**src/hsv2rgb_pkg.sv**
```systemverilog
package hsv2rgb_pkg;

  localparam int HUE_W  = 16;
  localparam int CHAN_W = 8;
  localparam int SEC_W  = 3;
  localparam int H6_W   = HUE_W + SEC_W;

  // Q0.16 fraction times 255: full-scale term of q and t
  localparam logic [23:0] FULL_SCALED = 24'hFF0000;
  localparam logic [16:0] FRAC_ONE    = 17'h10000;
  localparam logic [7:0]  CHAN_MAX    = 8'd255;

  typedef enum logic [SEC_W-1:0] {
    SEC_RED_YEL  = 3'd0,
    SEC_YEL_GRN  = 3'd1,
    SEC_GRN_CYN  = 3'd2,
    SEC_CYN_BLU  = 3'd3,
    SEC_BLU_MAG  = 3'd4,
    SEC_MAG_RED  = 3'd5
  } sector_t;

endpackage

```
**src/hsv2rgb_if.sv**
```systemverilog
interface hsv2rgb_in_if;
  logic                           valid;
  logic                           ready;
  logic [hsv2rgb_pkg::HUE_W-1:0]  hue;
  logic [hsv2rgb_pkg::CHAN_W-1:0] saturation;
  logic [hsv2rgb_pkg::CHAN_W-1:0] brightness;

  modport source (output valid, output hue, output saturation, output brightness,
                  input ready);
  modport sink   (input valid, input hue, input saturation, input brightness,
                  output ready);
endinterface

interface hsv2rgb_out_if;
  logic                           valid;
  logic                           ready;
  logic [hsv2rgb_pkg::CHAN_W-1:0] red;
  logic [hsv2rgb_pkg::CHAN_W-1:0] green;
  logic [hsv2rgb_pkg::CHAN_W-1:0] blue;

  modport source (output valid, output red, output green, output blue, input ready);
  modport sink   (input valid, input red, input green, input blue, output ready);
endinterface

```
**src/hsv_to_rgb_converter.sv**
```systemverilog
// HSV to RGB pixel converter, six-sector formula, exact truncating arithmetic.
// Five register stages; the first loads at the input accept edge, and out_pix.valid
// is the valid bit of the fifth.
// Throughput: one item per clock; each stage has its own valid bit and holds
// under output backpressure, so bubbles are squeezed out before in_pix.ready drops.
// Reset (rst_n low, synchronous): all stage valid bits clear; data registers keep.
module hsv_to_rgb_converter (
  input  logic                 clk,
  input  logic                 rst_n,
  hsv2rgb_in_if.sink           in_pix,
  hsv2rgb_out_if.source        out_pix
);

  // stage valids and enables
  logic vld1_r, vld2_r, vld3_r, vld4_r, vld5_r;
  logic en1, en2, en3, en4, en5;

  // stage 1: sector and fraction
  hsv2rgb_pkg::sector_t                  sec1_r;
  logic [hsv2rgb_pkg::HUE_W-1:0]         f1_r;
  logic [hsv2rgb_pkg::CHAN_W-1:0]        s1_r, v1_r;
  logic [hsv2rgb_pkg::H6_W-1:0]          h6;

  // stage 2: saturation terms
  hsv2rgb_pkg::sector_t                  sec2_r;
  logic [hsv2rgb_pkg::CHAN_W-1:0]        v2_r;
  logic [23:0]                           qterm2_r, tterm2_r;
  logic [15:0]                           pnum2_r;
  logic [23:0]                           fs;
  logic [24:0]                           gs;

  // stage 3: scaled by brightness, divided by 65536
  hsv2rgb_pkg::sector_t                  sec3_r;
  logic [hsv2rgb_pkg::CHAN_W-1:0]        v3_r;
  logic [15:0]                           py3_r, qy3_r, ty3_r;
  logic [31:0]                           qprod, tprod;

  // stage 4: quotient estimate for divide by 255
  hsv2rgb_pkg::sector_t                  sec4_r;
  logic [hsv2rgb_pkg::CHAN_W-1:0]        v4_r;
  logic [15:0]                           py4_r, qy4_r, ty4_r;
  logic [7:0]                            pe4_r, qe4_r, te4_r;

  // stage 5: corrected quotients, routed
  logic [7:0]                            pc, qc, tc;
  logic [hsv2rgb_pkg::CHAN_W-1:0]        red_nxt, green_nxt, blue_nxt;
  logic [hsv2rgb_pkg::CHAN_W-1:0]        red_r, green_r, blue_r;

  // floor(y/255) estimate, never above the true value and at most one below
  function automatic logic [7:0] div255_est(input logic [15:0] y);
    logic [15:0] sum;
    sum = y + {8'd0, y[15:8]};
    return sum[15:8];
  endfunction

  function automatic logic [7:0] div255_fix(input logic [15:0] y, input logic [7:0] est);
    logic [15:0] prod;
    logic [15:0] rem;
    prod = {est, 8'd0} - {8'd0, est};
    rem  = y - prod;
    return (rem >= 16'(hsv2rgb_pkg::CHAN_MAX)) ? est + 8'd1 : est;
  endfunction

  assign en5 = !vld5_r || out_pix.ready;
  assign en4 = !vld4_r || en5;
  assign en3 = !vld3_r || en4;
  assign en2 = !vld2_r || en3;
  assign en1 = !vld1_r || en2;
  assign in_pix.ready = en1;

  always_ff @(posedge clk) begin
    if (!rst_n) begin
      vld1_r <= 1'b0;
      vld2_r <= 1'b0;
      vld3_r <= 1'b0;
      vld4_r <= 1'b0;
      vld5_r <= 1'b0;
    end else begin
      if (en1) vld1_r <= in_pix.valid;
      if (en2) vld2_r <= vld1_r;
      if (en3) vld3_r <= vld2_r;
      if (en4) vld4_r <= vld3_r;
      if (en5) vld5_r <= vld4_r;
    end
  end

  // hue * 6 as shift-add
  assign h6 = {1'b0, in_pix.hue, 2'b00} + {2'b00, in_pix.hue, 1'b0};

  always_ff @(posedge clk) begin
    if (en1) begin
      sec1_r <= hsv2rgb_pkg::sector_t'(h6[hsv2rgb_pkg::H6_W-1:hsv2rgb_pkg::HUE_W]);
      f1_r   <= h6[hsv2rgb_pkg::HUE_W-1:0];
      s1_r   <= in_pix.saturation;
      v1_r   <= in_pix.brightness;
    end
  end

  assign fs = 24'(f1_r) * 24'(s1_r);
  assign gs = 25'(hsv2rgb_pkg::FRAC_ONE - {1'b0, f1_r}) * 25'(s1_r);

  always_ff @(posedge clk) begin
    if (en2) begin
      sec2_r   <= sec1_r;
      v2_r     <= v1_r;
      qterm2_r <= hsv2rgb_pkg::FULL_SCALED - fs;
      // gs never exceeds 255*65536, so the difference stays in 24 bits
      tterm2_r <= 24'({1'b0, hsv2rgb_pkg::FULL_SCALED} - gs);
      pnum2_r  <= 16'(v1_r) * 16'(hsv2rgb_pkg::CHAN_MAX - s1_r);
    end
  end

  assign qprod = 32'(v2_r) * 32'(qterm2_r);
  assign tprod = 32'(v2_r) * 32'(tterm2_r);

  always_ff @(posedge clk) begin
    if (en3) begin
      sec3_r <= sec2_r;
      v3_r   <= v2_r;
      py3_r  <= pnum2_r;
      qy3_r  <= qprod[31:16];
      ty3_r  <= tprod[31:16];
    end
  end

  always_ff @(posedge clk) begin
    if (en4) begin
      sec4_r <= sec3_r;
      v4_r   <= v3_r;
      py4_r  <= py3_r;
      qy4_r  <= qy3_r;
      ty4_r  <= ty3_r;
      pe4_r  <= div255_est(py3_r);
      qe4_r  <= div255_est(qy3_r);
      te4_r  <= div255_est(ty3_r);
    end
  end

  assign pc = div255_fix(py4_r, pe4_r);
  assign qc = div255_fix(qy4_r, qe4_r);
  assign tc = div255_fix(ty4_r, te4_r);

  always_comb begin
    unique case (sec4_r)
      hsv2rgb_pkg::SEC_RED_YEL: begin
        red_nxt = v4_r; green_nxt = tc;   blue_nxt = pc;
      end
      hsv2rgb_pkg::SEC_YEL_GRN: begin
        red_nxt = qc;   green_nxt = v4_r; blue_nxt = pc;
      end
      hsv2rgb_pkg::SEC_GRN_CYN: begin
        red_nxt = pc;   green_nxt = v4_r; blue_nxt = tc;
      end
      hsv2rgb_pkg::SEC_CYN_BLU: begin
        red_nxt = pc;   green_nxt = qc;   blue_nxt = v4_r;
      end
      hsv2rgb_pkg::SEC_BLU_MAG: begin
        red_nxt = tc;   green_nxt = pc;   blue_nxt = v4_r;
      end
      default: begin
        red_nxt = v4_r; green_nxt = pc;   blue_nxt = qc;
      end
    endcase
  end

  always_ff @(posedge clk) begin
    if (en5) begin
      red_r   <= red_nxt;
      green_r <= green_nxt;
      blue_r  <= blue_nxt;
    end
  end

  assign out_pix.valid = vld5_r;
  assign out_pix.red   = red_r;
  assign out_pix.green = green_r;
  assign out_pix.blue  = blue_r;

`ifndef SYNTHESIS
  a_sector_range: assert property (@(posedge clk) disable iff (!rst_n)
    vld1_r |-> (sec1_r == hsv2rgb_pkg::SEC_RED_YEL || sec1_r == hsv2rgb_pkg::SEC_YEL_GRN ||
                sec1_r == hsv2rgb_pkg::SEC_GRN_CYN || sec1_r == hsv2rgb_pkg::SEC_CYN_BLU ||
                sec1_r == hsv2rgb_pkg::SEC_BLU_MAG || sec1_r == hsv2rgb_pkg::SEC_MAG_RED))
    else $error("hue sector out of range");

  a_div_one_step: assert property (@(posedge clk) disable iff (!rst_n)
    vld4_r |-> (qy4_r - ({qe4_r, 8'd0} - {8'd0, qe4_r})) < 16'd510)
    else $error("divide-by-255 estimate off by more than one");

  a_stall_only_full: assert property (@(posedge clk) disable iff (!rst_n)
    !in_pix.ready |-> (vld1_r && vld2_r && vld3_r && vld4_r && vld5_r && !out_pix.ready))
    else $error("input stalled with a bubble in the pipeline");

  a_reset_empty: assert property (@(posedge clk)
    !rst_n |=> !out_pix.valid)
    else $error("result valid right after reset");
`endif

endmodule
```
**src/flat_wrapper.sv**
```systemverilog
// flat-port wrapper written by rule: the top's interface ports become plain ports
module hsv_to_rgb_converter_flat 
  (clk, rst_n, in_pix_valid, in_pix_hue, in_pix_saturation, in_pix_brightness, in_pix_ready, out_pix_valid, out_pix_red, out_pix_green, out_pix_blue, out_pix_ready);
  hsv2rgb_in_if in_pix_i ();
  hsv2rgb_out_if out_pix_i ();
  input  logic clk;
  input  logic rst_n;
  input wire logic [$bits(in_pix_i.valid)-1:0] in_pix_valid;
  input wire logic [$bits(in_pix_i.hue)-1:0] in_pix_hue;
  input wire logic [$bits(in_pix_i.saturation)-1:0] in_pix_saturation;
  input wire logic [$bits(in_pix_i.brightness)-1:0] in_pix_brightness;
  output wire logic [$bits(in_pix_i.ready)-1:0] in_pix_ready;
  output wire logic [$bits(out_pix_i.valid)-1:0] out_pix_valid;
  output wire logic [$bits(out_pix_i.red)-1:0] out_pix_red;
  output wire logic [$bits(out_pix_i.green)-1:0] out_pix_green;
  output wire logic [$bits(out_pix_i.blue)-1:0] out_pix_blue;
  input wire logic [$bits(out_pix_i.ready)-1:0] out_pix_ready;
  assign in_pix_i.valid = in_pix_valid;
  assign in_pix_i.hue = in_pix_hue;
  assign in_pix_i.saturation = in_pix_saturation;
  assign in_pix_i.brightness = in_pix_brightness;
  assign in_pix_ready = in_pix_i.ready;
  assign out_pix_valid = out_pix_i.valid;
  assign out_pix_red = out_pix_i.red;
  assign out_pix_green = out_pix_i.green;
  assign out_pix_blue = out_pix_i.blue;
  assign out_pix_i.ready = out_pix_ready;
  hsv_to_rgb_converter u_core (.clk(clk), .rst_n(rst_n), .in_pix(in_pix_i), .out_pix(out_pix_i));
endmodule
```
**config.mk**
```make
export PLATFORM = sky130hd
export DESIGN_NAME = hsv_to_rgb_converter_flat
export DESIGN_NICKNAME = d
export VERILOG_FILES = /design/src/hsv2rgb_pkg.sv /design/src/hsv2rgb_if.sv /design/src/hsv_to_rgb_converter.sv /design/src/flat_wrapper.sv
export SDC_FILE = /design/constraint.sdc
export NUM_CORES = 2
export LEC_CHECK = 0
export BUFFER_PORTS_ARGS = -buffer_cell sky130_fd_sc_hd__buf_2
export CAP_MARGIN = 30
export CELL_PAD_IN_SITES_DETAIL_PLACEMENT = 1
export CELL_PAD_IN_SITES_GLOBAL_PLACEMENT = 2
export CORE_UTILIZATION = 39
export CTS_BUF_LIST = sky130_fd_sc_hd__clkbuf_16
export CTS_CLUSTER_SIZE = 24
export DETAILED_ROUTE_END_ITERATION = 7
export PLACE_DENSITY = 0.76
export SLEW_MARGIN = 20
export SYNTH_ARGS = -nofsm -noshare
export SYNTH_HDL_FRONTEND = slang
export SYNTH_SLANG_ARGS = --single-unit
```
**constraint.sdc**
```tcl
create_clock -name clk -period 5.2 [get_ports clk]
set_clock_uncertainty 0.05 [all_clocks]
set_input_delay 0.26 -clock clk [delete_from_list [all_inputs] [get_ports clk]]
set_output_delay 0.26 -clock clk [all_outputs]
set_load 0.02 [all_outputs]
```
**Yosys cells after proc, flatten, opt, wreduce, memory -nomap -nowiden**

Index checks and enable logic that the tools add are counted.

- Memories kept: 0
- Output and inout port bits: 26
- Word-level logic and storage cells: 80
- Latch bits: 0
- Input port bits: 36
- Bits in registers: 281
- Bits in writable memories: 0
- ROM bits: 0

- Multiply operators: 5
- Shifts and indexed selects: 0
- Add/subtract/negate cells: 17
- Equal/unequal tests: 4
- Reductions and logical operators: 15
- Divide/modulo/power cells: 0
- Magnitude comparators: 3
- Bitwise logic cells: 0
- Mux-type cells: 6

Operator list:

| operator | count |
|---|---|
| 8-bit one-hot mux with 3 select lines | 3 |
| 8-bit by 24-bit multiplier with 32-bit output | 2 |
| 16-bit by 8-bit adder with 16-bit output | 3 |
| 16-bit by 8-bit >= comparator with 1-bit output, second input constant | 3 |
| 16-bit subtractor | 3 |
| 16-bit by 8-bit subtractor with 16-bit output | 3 |
| 24-bit subtractor, first input constant | 2 |
| 25-bit by 8-bit multiplier with 24-bit output | 1 |
| 8-bit by 1-bit adder with 8-bit output, second input constant | 3 |
| 16-bit by 8-bit multiplier with 24-bit output | 1 |
| 8-bit 2-to-1 mux | 3 |
| 18-bit by 17-bit adder with 19-bit output | 1 |
| 17-bit by 16-bit subtractor with 18-bit output, first input constant | 1 |
| 8-bit by 16-bit multiplier with 16-bit output | 1 |
| 8-bit by 8-bit subtractor with 9-bit output, first input constant | 1 |
| 2-bit OR reduction | 4 |
| 3-bit by 2-bit == test with 1-bit output, second input constant | 2 |
| 1-bit zero test | 5 |
| 1-bit logical OR | 5 |
| 3-bit by 1-bit == test with 1-bit output, second input constant | 1 |
| 3-bit == test, second input constant | 1 |
| 3-bit zero test | 1 |

**Depth between registers and ports, before layout**

- Depth in word-level cells: 6
- Mapped depth: 26
- Gate-level depth less buffers: 25

**Worst setup path after synthesis**

No wires, ideal clock.

- Path kind: reg2reg
- From: reg u_core.f1_r[3] (netlist name)
- To: reg u_core.tterm2_r[22], data pin
- Setup time: 0.258 ns
- Path slack: -0.517 ns
- Buffers on the path: 1
- Clock period less this slack: 5.717 ns
- Stages on the path, launching flop included: 22
- Required time: 4.892 ns
- Arrival time: 5.410 ns
- Cell sequence: edfxtp_1 -> clkbuf_1 -> nor3_1 -> nand2_1 -> nor4_1 -> xnor2_1 -> and2_1 -> fa_1 -> inv_1 -> fa_1 -> fa_1 -> inv_1 -> fa_1 -> inv_1 -> ha_1 -> or3_1 -> o21ai_0 -> a21oi_1 -> a311o_1 -> a211o_1 -> a21oi_1 -> xnor2_1

- Word-level cells in the longest chain between the ends: 3

RTL lines:

| item | RTL line | text |
|---|---|---|
| start, declared | hsv_to_rgb_converter.sv:20 | `logic [hsv2rgb_pkg::HUE_W-1:0] f1_r;` |
| start signal, assigned | hsv_to_rgb_converter.sv:93 | `f1_r <= h6[hsv2rgb_pkg::HUE_W-1:0];` |
| 17-bit by 16-bit subtractor with 18-bit output | hsv_to_rgb_converter.sv:100 | `assign gs = 25'(hsv2rgb_pkg::FRAC_ONE - {1'b0, f1_r}) * 25'(s1_r);` |
| 25-bit by 8-bit multiplier with 24-bit output | hsv_to_rgb_converter.sv:100 |  |
| 24-bit subtractor | hsv_to_rgb_converter.sv:108 | `tterm2_r <= 24'({1'b0, hsv2rgb_pkg::FULL_SCALED} - gs);` |
| end signal, assigned | hsv_to_rgb_converter.sv:108 |  |
| end, declared | hsv_to_rgb_converter.sv:27 | `logic [23:0] qterm2_r, tterm2_r;` |

Every way passes these cells.
A chain may end at the register's enable or synchronous reset.

**Final worst setup path**

- From: reg u_core.v2_r[5] (netlist name)
- To: reg u_core.ty3_r[15], data pin

- Word-level cells in the longest chain between the ends: 1

RTL lines:

| item | RTL line | text |
|---|---|---|
| start, declared | hsv_to_rgb_converter.sv:26 | `logic [hsv2rgb_pkg::CHAN_W-1:0] v2_r;` |
| start signal, assigned | hsv_to_rgb_converter.sv:105 | `v2_r <= v1_r;` |
| 8-bit by 24-bit multiplier with 32-bit output | hsv_to_rgb_converter.sv:114 | `assign tprod = 32'(v2_r) * 32'(tterm2_r);` |
| named net u_core.tprod[31] | hsv_to_rgb_converter.sv:36 | `logic [31:0] qprod, tprod;` |
| end signal, assigned | hsv_to_rgb_converter.sv:122 | `ty3_r <= tprod[31:16];` |
| end, declared | hsv_to_rgb_converter.sv:35 | `logic [15:0] py3_r, qy3_r, ty3_r;` |

The timed path passes the listed nets, and every way through them passes these cells.

==> results.yml <==
critical_path:
  r2r_slack_ps: -380
  timing.rr.end: "u_core.ty3_r[15]$_DFFE_PP_"
  required_ps: 5460
  crit_path_start_kind: "register"
  worstPathArrival_ps: 5840
  crit-reg2reg-launch: "u_core.v2_r[5]$_DFFE_PP_"
  worstSetupEndpointType: "register"
  r2r.worst_path.cells: 21
  worstSetupPathType: "register to register"
  crit_path_max_fanout: 6
cts:
  htree_levels: 2
  path_clk_slew_ps: 60
  cts_tree: "yes"
  cts.sink_count: 277
  clock_root_buffer: "sky130_fd_sc_hd__clkbuf_16"
  cts_inserted_buffers: 35
  insertion_delay_ps: 570
  max-clock-path-buffers: 3
die:
  die_height_um: 301
  die-width_um: 301
  fp.dieArea_um2: 90600
  start_util_pct: 39.4
  rows: 109
  number_of_placed_i_o_pins: 62
  fp.coreArea_um2: 88500
global_routing:
  grt_use_total_pct: 20.0
  wire_length_of_the_first_global_routing_pass_um: 146000
  grt_remaining_overflow: 0
  vias_in_the_first_global_route: 27400
  grt_antenna_before_repair: 0
  grt_start_max_net_pins: 73
status:
  failed_checks: "design-rule violations, negative setup slack"
  outcome: "complete, but fails checks"
detailed_routing:
  antenna_left: 0
  dr.first_iter.drc_count: 897
  drt_pre_antenna_iters: 7
  totalWireLength_um: 88700
  drt-vias-per-instance: 4.91
  routed-via-count: 24900
  wire_per_inst_um: 17.5
  route.detailed.drc: 11
cells_and_area:
  drive_gt1_share_pct: 17.4
  area_delta_synth_final_pct: 18.4
  antenna_cell_count: 0
  top_library_cells_by_usage_in_the_layout_fill_and_taps_aside: "sky130_fd_sc_hd__inv_1 (666), sky130_fd_sc_hd__fa_1 (432), sky130_fd_sc_hd__nand2_1 (360)"
  mostFrequentLayoutCell: "sky130_fd_sc_hd__inv_1"
  final_net_count: 4742
synth:
  count_of_flip_flops_with_a_built_in_enable_after_synthesis: 272
  synth-seq-cells: 277
  synth_top_cell_area_share_pct: 25.8
  ys_warn_count: 0
  synthDistinctLibCells: 88
  area_leader_netlist: "sky130_fd_sc_hd__fa_1"
  synth_async_sr_flop_share_pct: 0
  synth_top_flop_cell: "sky130_fd_sc_hd__edfxtp_1"
  synth.avg_cell_area_um2: 9.81
  seq_area_frac_synth_pct: 23.7
  syn-num-nets: 4416
  synth.cell_area_um2: 34900
  top_post_synthesis_cells_by_area: "sky130_fd_sc_hd__fa_1 (26%), sky130_fd_sc_hd__edfxtp_1 (23%), sky130_fd_sc_hd__ha_1 (14%)"
  postSynthCellCount: 3553
worst_hold_path:
  holdPathStages: 3
  timing.hold.worst_endpoint: "u_core.sec1_r[2]$_DFFE_PP_"
  worstHoldPathType: "input port to register"
  min_from: "in_pix_hue[14]"
sta:
  finalSetupViolations: 19
  setup_ws_ps: -379
  final_slew_violations: 0
  post-route-period-util_pct: 107
  timing.final.hold_violations: 0
  fin_crit_ps: 5580
  worst_slew_margin_relative_to_its_limit_pct: 44.4
  grt_setup_unrepaired: "true"
  transition_time_at_the_pin_with_the_least_slew_margin_ps: 832
  fmax_mhz: 179
placed_design:
  placement.setup.worst_slack_ps: -466
  replace_congestion: 0.803
  placement.io_buffers: 61
  place_hpwl_um: 72000
job:
  max_cap_violations: 0
==> cell type report <==
cell class,count,area [µm²]
clock buffers,35,876
clock inverters,28,236
fillers,9913,47200
inverters,693,2600
multi-input cells,2475,24700
flip-flops and latches,277,8270
well taps,1165,1460
repair buffers,397,3180
==> per-layer routing <==
layer / part of all wire (%) / up-vias / global-route usage (%)
li1: - / 12000 / -
met1: 47 / 12600 / 26.9
met2: 50 / 216 / 35.5
met3: 2.1 / 58 / 1.74
met4: 1.2 / 0 / 3.38
met5: 0 / - / 0
==> per-stage QoR <==
stage / instance area (µm²) / util [%] / setup TNS [ps] / std cells / hold WS, ps
global placement: 38700 / 43.7 / -4720 / 4942 / 353
CTS: 40800 / 46.1 / -4360 / 5056 / 62.8
detailed placement: 38700 / 43.7 / -6930 / 4944 / 355
global route: 41300 / 46.7 / -10630 / 5070 / 99.5
finish: 41300 / 46.7 / -4030 / 5070 / 91.1
floorplan: 35300 / - / -1390 / 3553 / 309
==> cells by family (layout without fill, tap and decap cells) <==
logic type      after synthesis  in the layout  synth area share (%)
compound gates              400            400                  7.90
xor+xnor                    171            171                  4.32
fa+ha+maj                   827            827                  39.4
buf+inv                     801           1153                  8.66
flops                       277            277                  23.7
mux                          18             18                 0.535
simple gates               1059           1059                  15.5
==> synth_stat cells (19+ instances only) <==
library cell and number:
sky130_fd_sc_hd__ha_1 377, sky130_fd_sc_hd__a21oi_1 111, sky130_fd_sc_hd__nand2b_1 57, sky130_fd_sc_hd__nand2_1 371
sky130_fd_sc_hd__o21ai_0 69, sky130_fd_sc_hd__fa_1 450, sky130_fd_sc_hd__and2_1 322, sky130_fd_sc_hd__nor3_1 36
sky130_fd_sc_hd__nor2b_1 58, sky130_fd_sc_hd__edfxtp_1 272, sky130_fd_sc_hd__xor2_1 44, sky130_fd_sc_hd__o21a_1 19
sky130_fd_sc_hd__clkbuf_1 101, sky130_fd_sc_hd__inv_1 693, sky130_fd_sc_hd__xnor2_1 126, sky130_fd_sc_hd__a21o_1 40
sky130_fd_sc_hd__nor2_1 102, sky130_fd_sc_hd__nand3_1 41
==> critical path: stages, from the launching register on <==
cell                        delay, ps
sky130_fd_sc_hd__edfxtp_1         500
sky130_fd_sc_hd__and2_4           190
sky130_fd_sc_hd__fa_1             540
sky130_fd_sc_hd__inv_2             40
sky130_fd_sc_hd__fa_1             540
sky130_fd_sc_hd__inv_2             40
sky130_fd_sc_hd__fa_1             470
sky130_fd_sc_hd__inv_1             50
sky130_fd_sc_hd__fa_2             520
sky130_fd_sc_hd__inv_2             40
sky130_fd_sc_hd__ha_4             140
sky130_fd_sc_hd__a21o_1           190
sky130_fd_sc_hd__a2111oi_4        360
sky130_fd_sc_hd__o211ai_1         180
sky130_fd_sc_hd__a41oi_2          250
sky130_fd_sc_hd__a21oi_2           90
sky130_fd_sc_hd__a41o_1           220
sky130_fd_sc_hd__a221oi_2         300
sky130_fd_sc_hd__o21ba_4          220
sky130_fd_sc_hd__o2111ai_4        130
sky130_fd_sc_hd__a21oi_2          180
sky130_fd_sc_hd__xnor2_1           90
==> worst max-delay path by stage <==
stage,startpoint,to,slack (ps),depth (start not counted)
2_1_floorplan,u_core.f1_r[2]$_DFFE_PP_,u_core.tterm2_r[22]$_DFFE_PP_,-290,24
3_3_place_gp,u_core.f1_r[2]$_DFFE_PP_,u_core.tterm2_r[23]$_DFFE_PP_,-380,24
3_5_place_dp,u_core.f1_r[9]$_DFFE_PP_,u_core.tterm2_r[22]$_DFFE_PP_,-470,21
4_1_cts,u_core.f1_r[2]$_DFFE_PP_,u_core.tterm2_r[22]$_DFFE_PP_,-370,24
5_1_grt,u_core.f1_r[4]$_DFFE_PP_,u_core.tterm2_r[22]$_DFFE_PP_,-670,22
6_report,u_core.v2_r[5]$_DFFE_PP_,u_core.ty3_r[15]$_DFFE_PP_,-380,21
==> repair_timing <==
action                                  CTS  global route
hold endpoints to repair                 24             0
setup buffers                            31            24
gates resized for setup                 114           107
endpoints found under the setup margin   33            44
pin swaps                                91            71
hold buffers                             22             0
cloned                                    2             0
==> registers in the layout (all words and copies together) (netlist names), 15 cells and up <==
register	cells
u_core.py3_r	16
u_core.py4_r	16
u_core.pnum2_r	16
u_core.tterm2_r	23
u_core.ty4_r	16
u_core.qy4_r	16
u_core.f1_r	15
u_core.qy3_r	16
u_core.ty3_r	16
u_core.qterm2_r	22
Power is left out: the tool's default activity adds up to more than one toggle a clock period on the data nets, which glitch-free logic cannot reach.
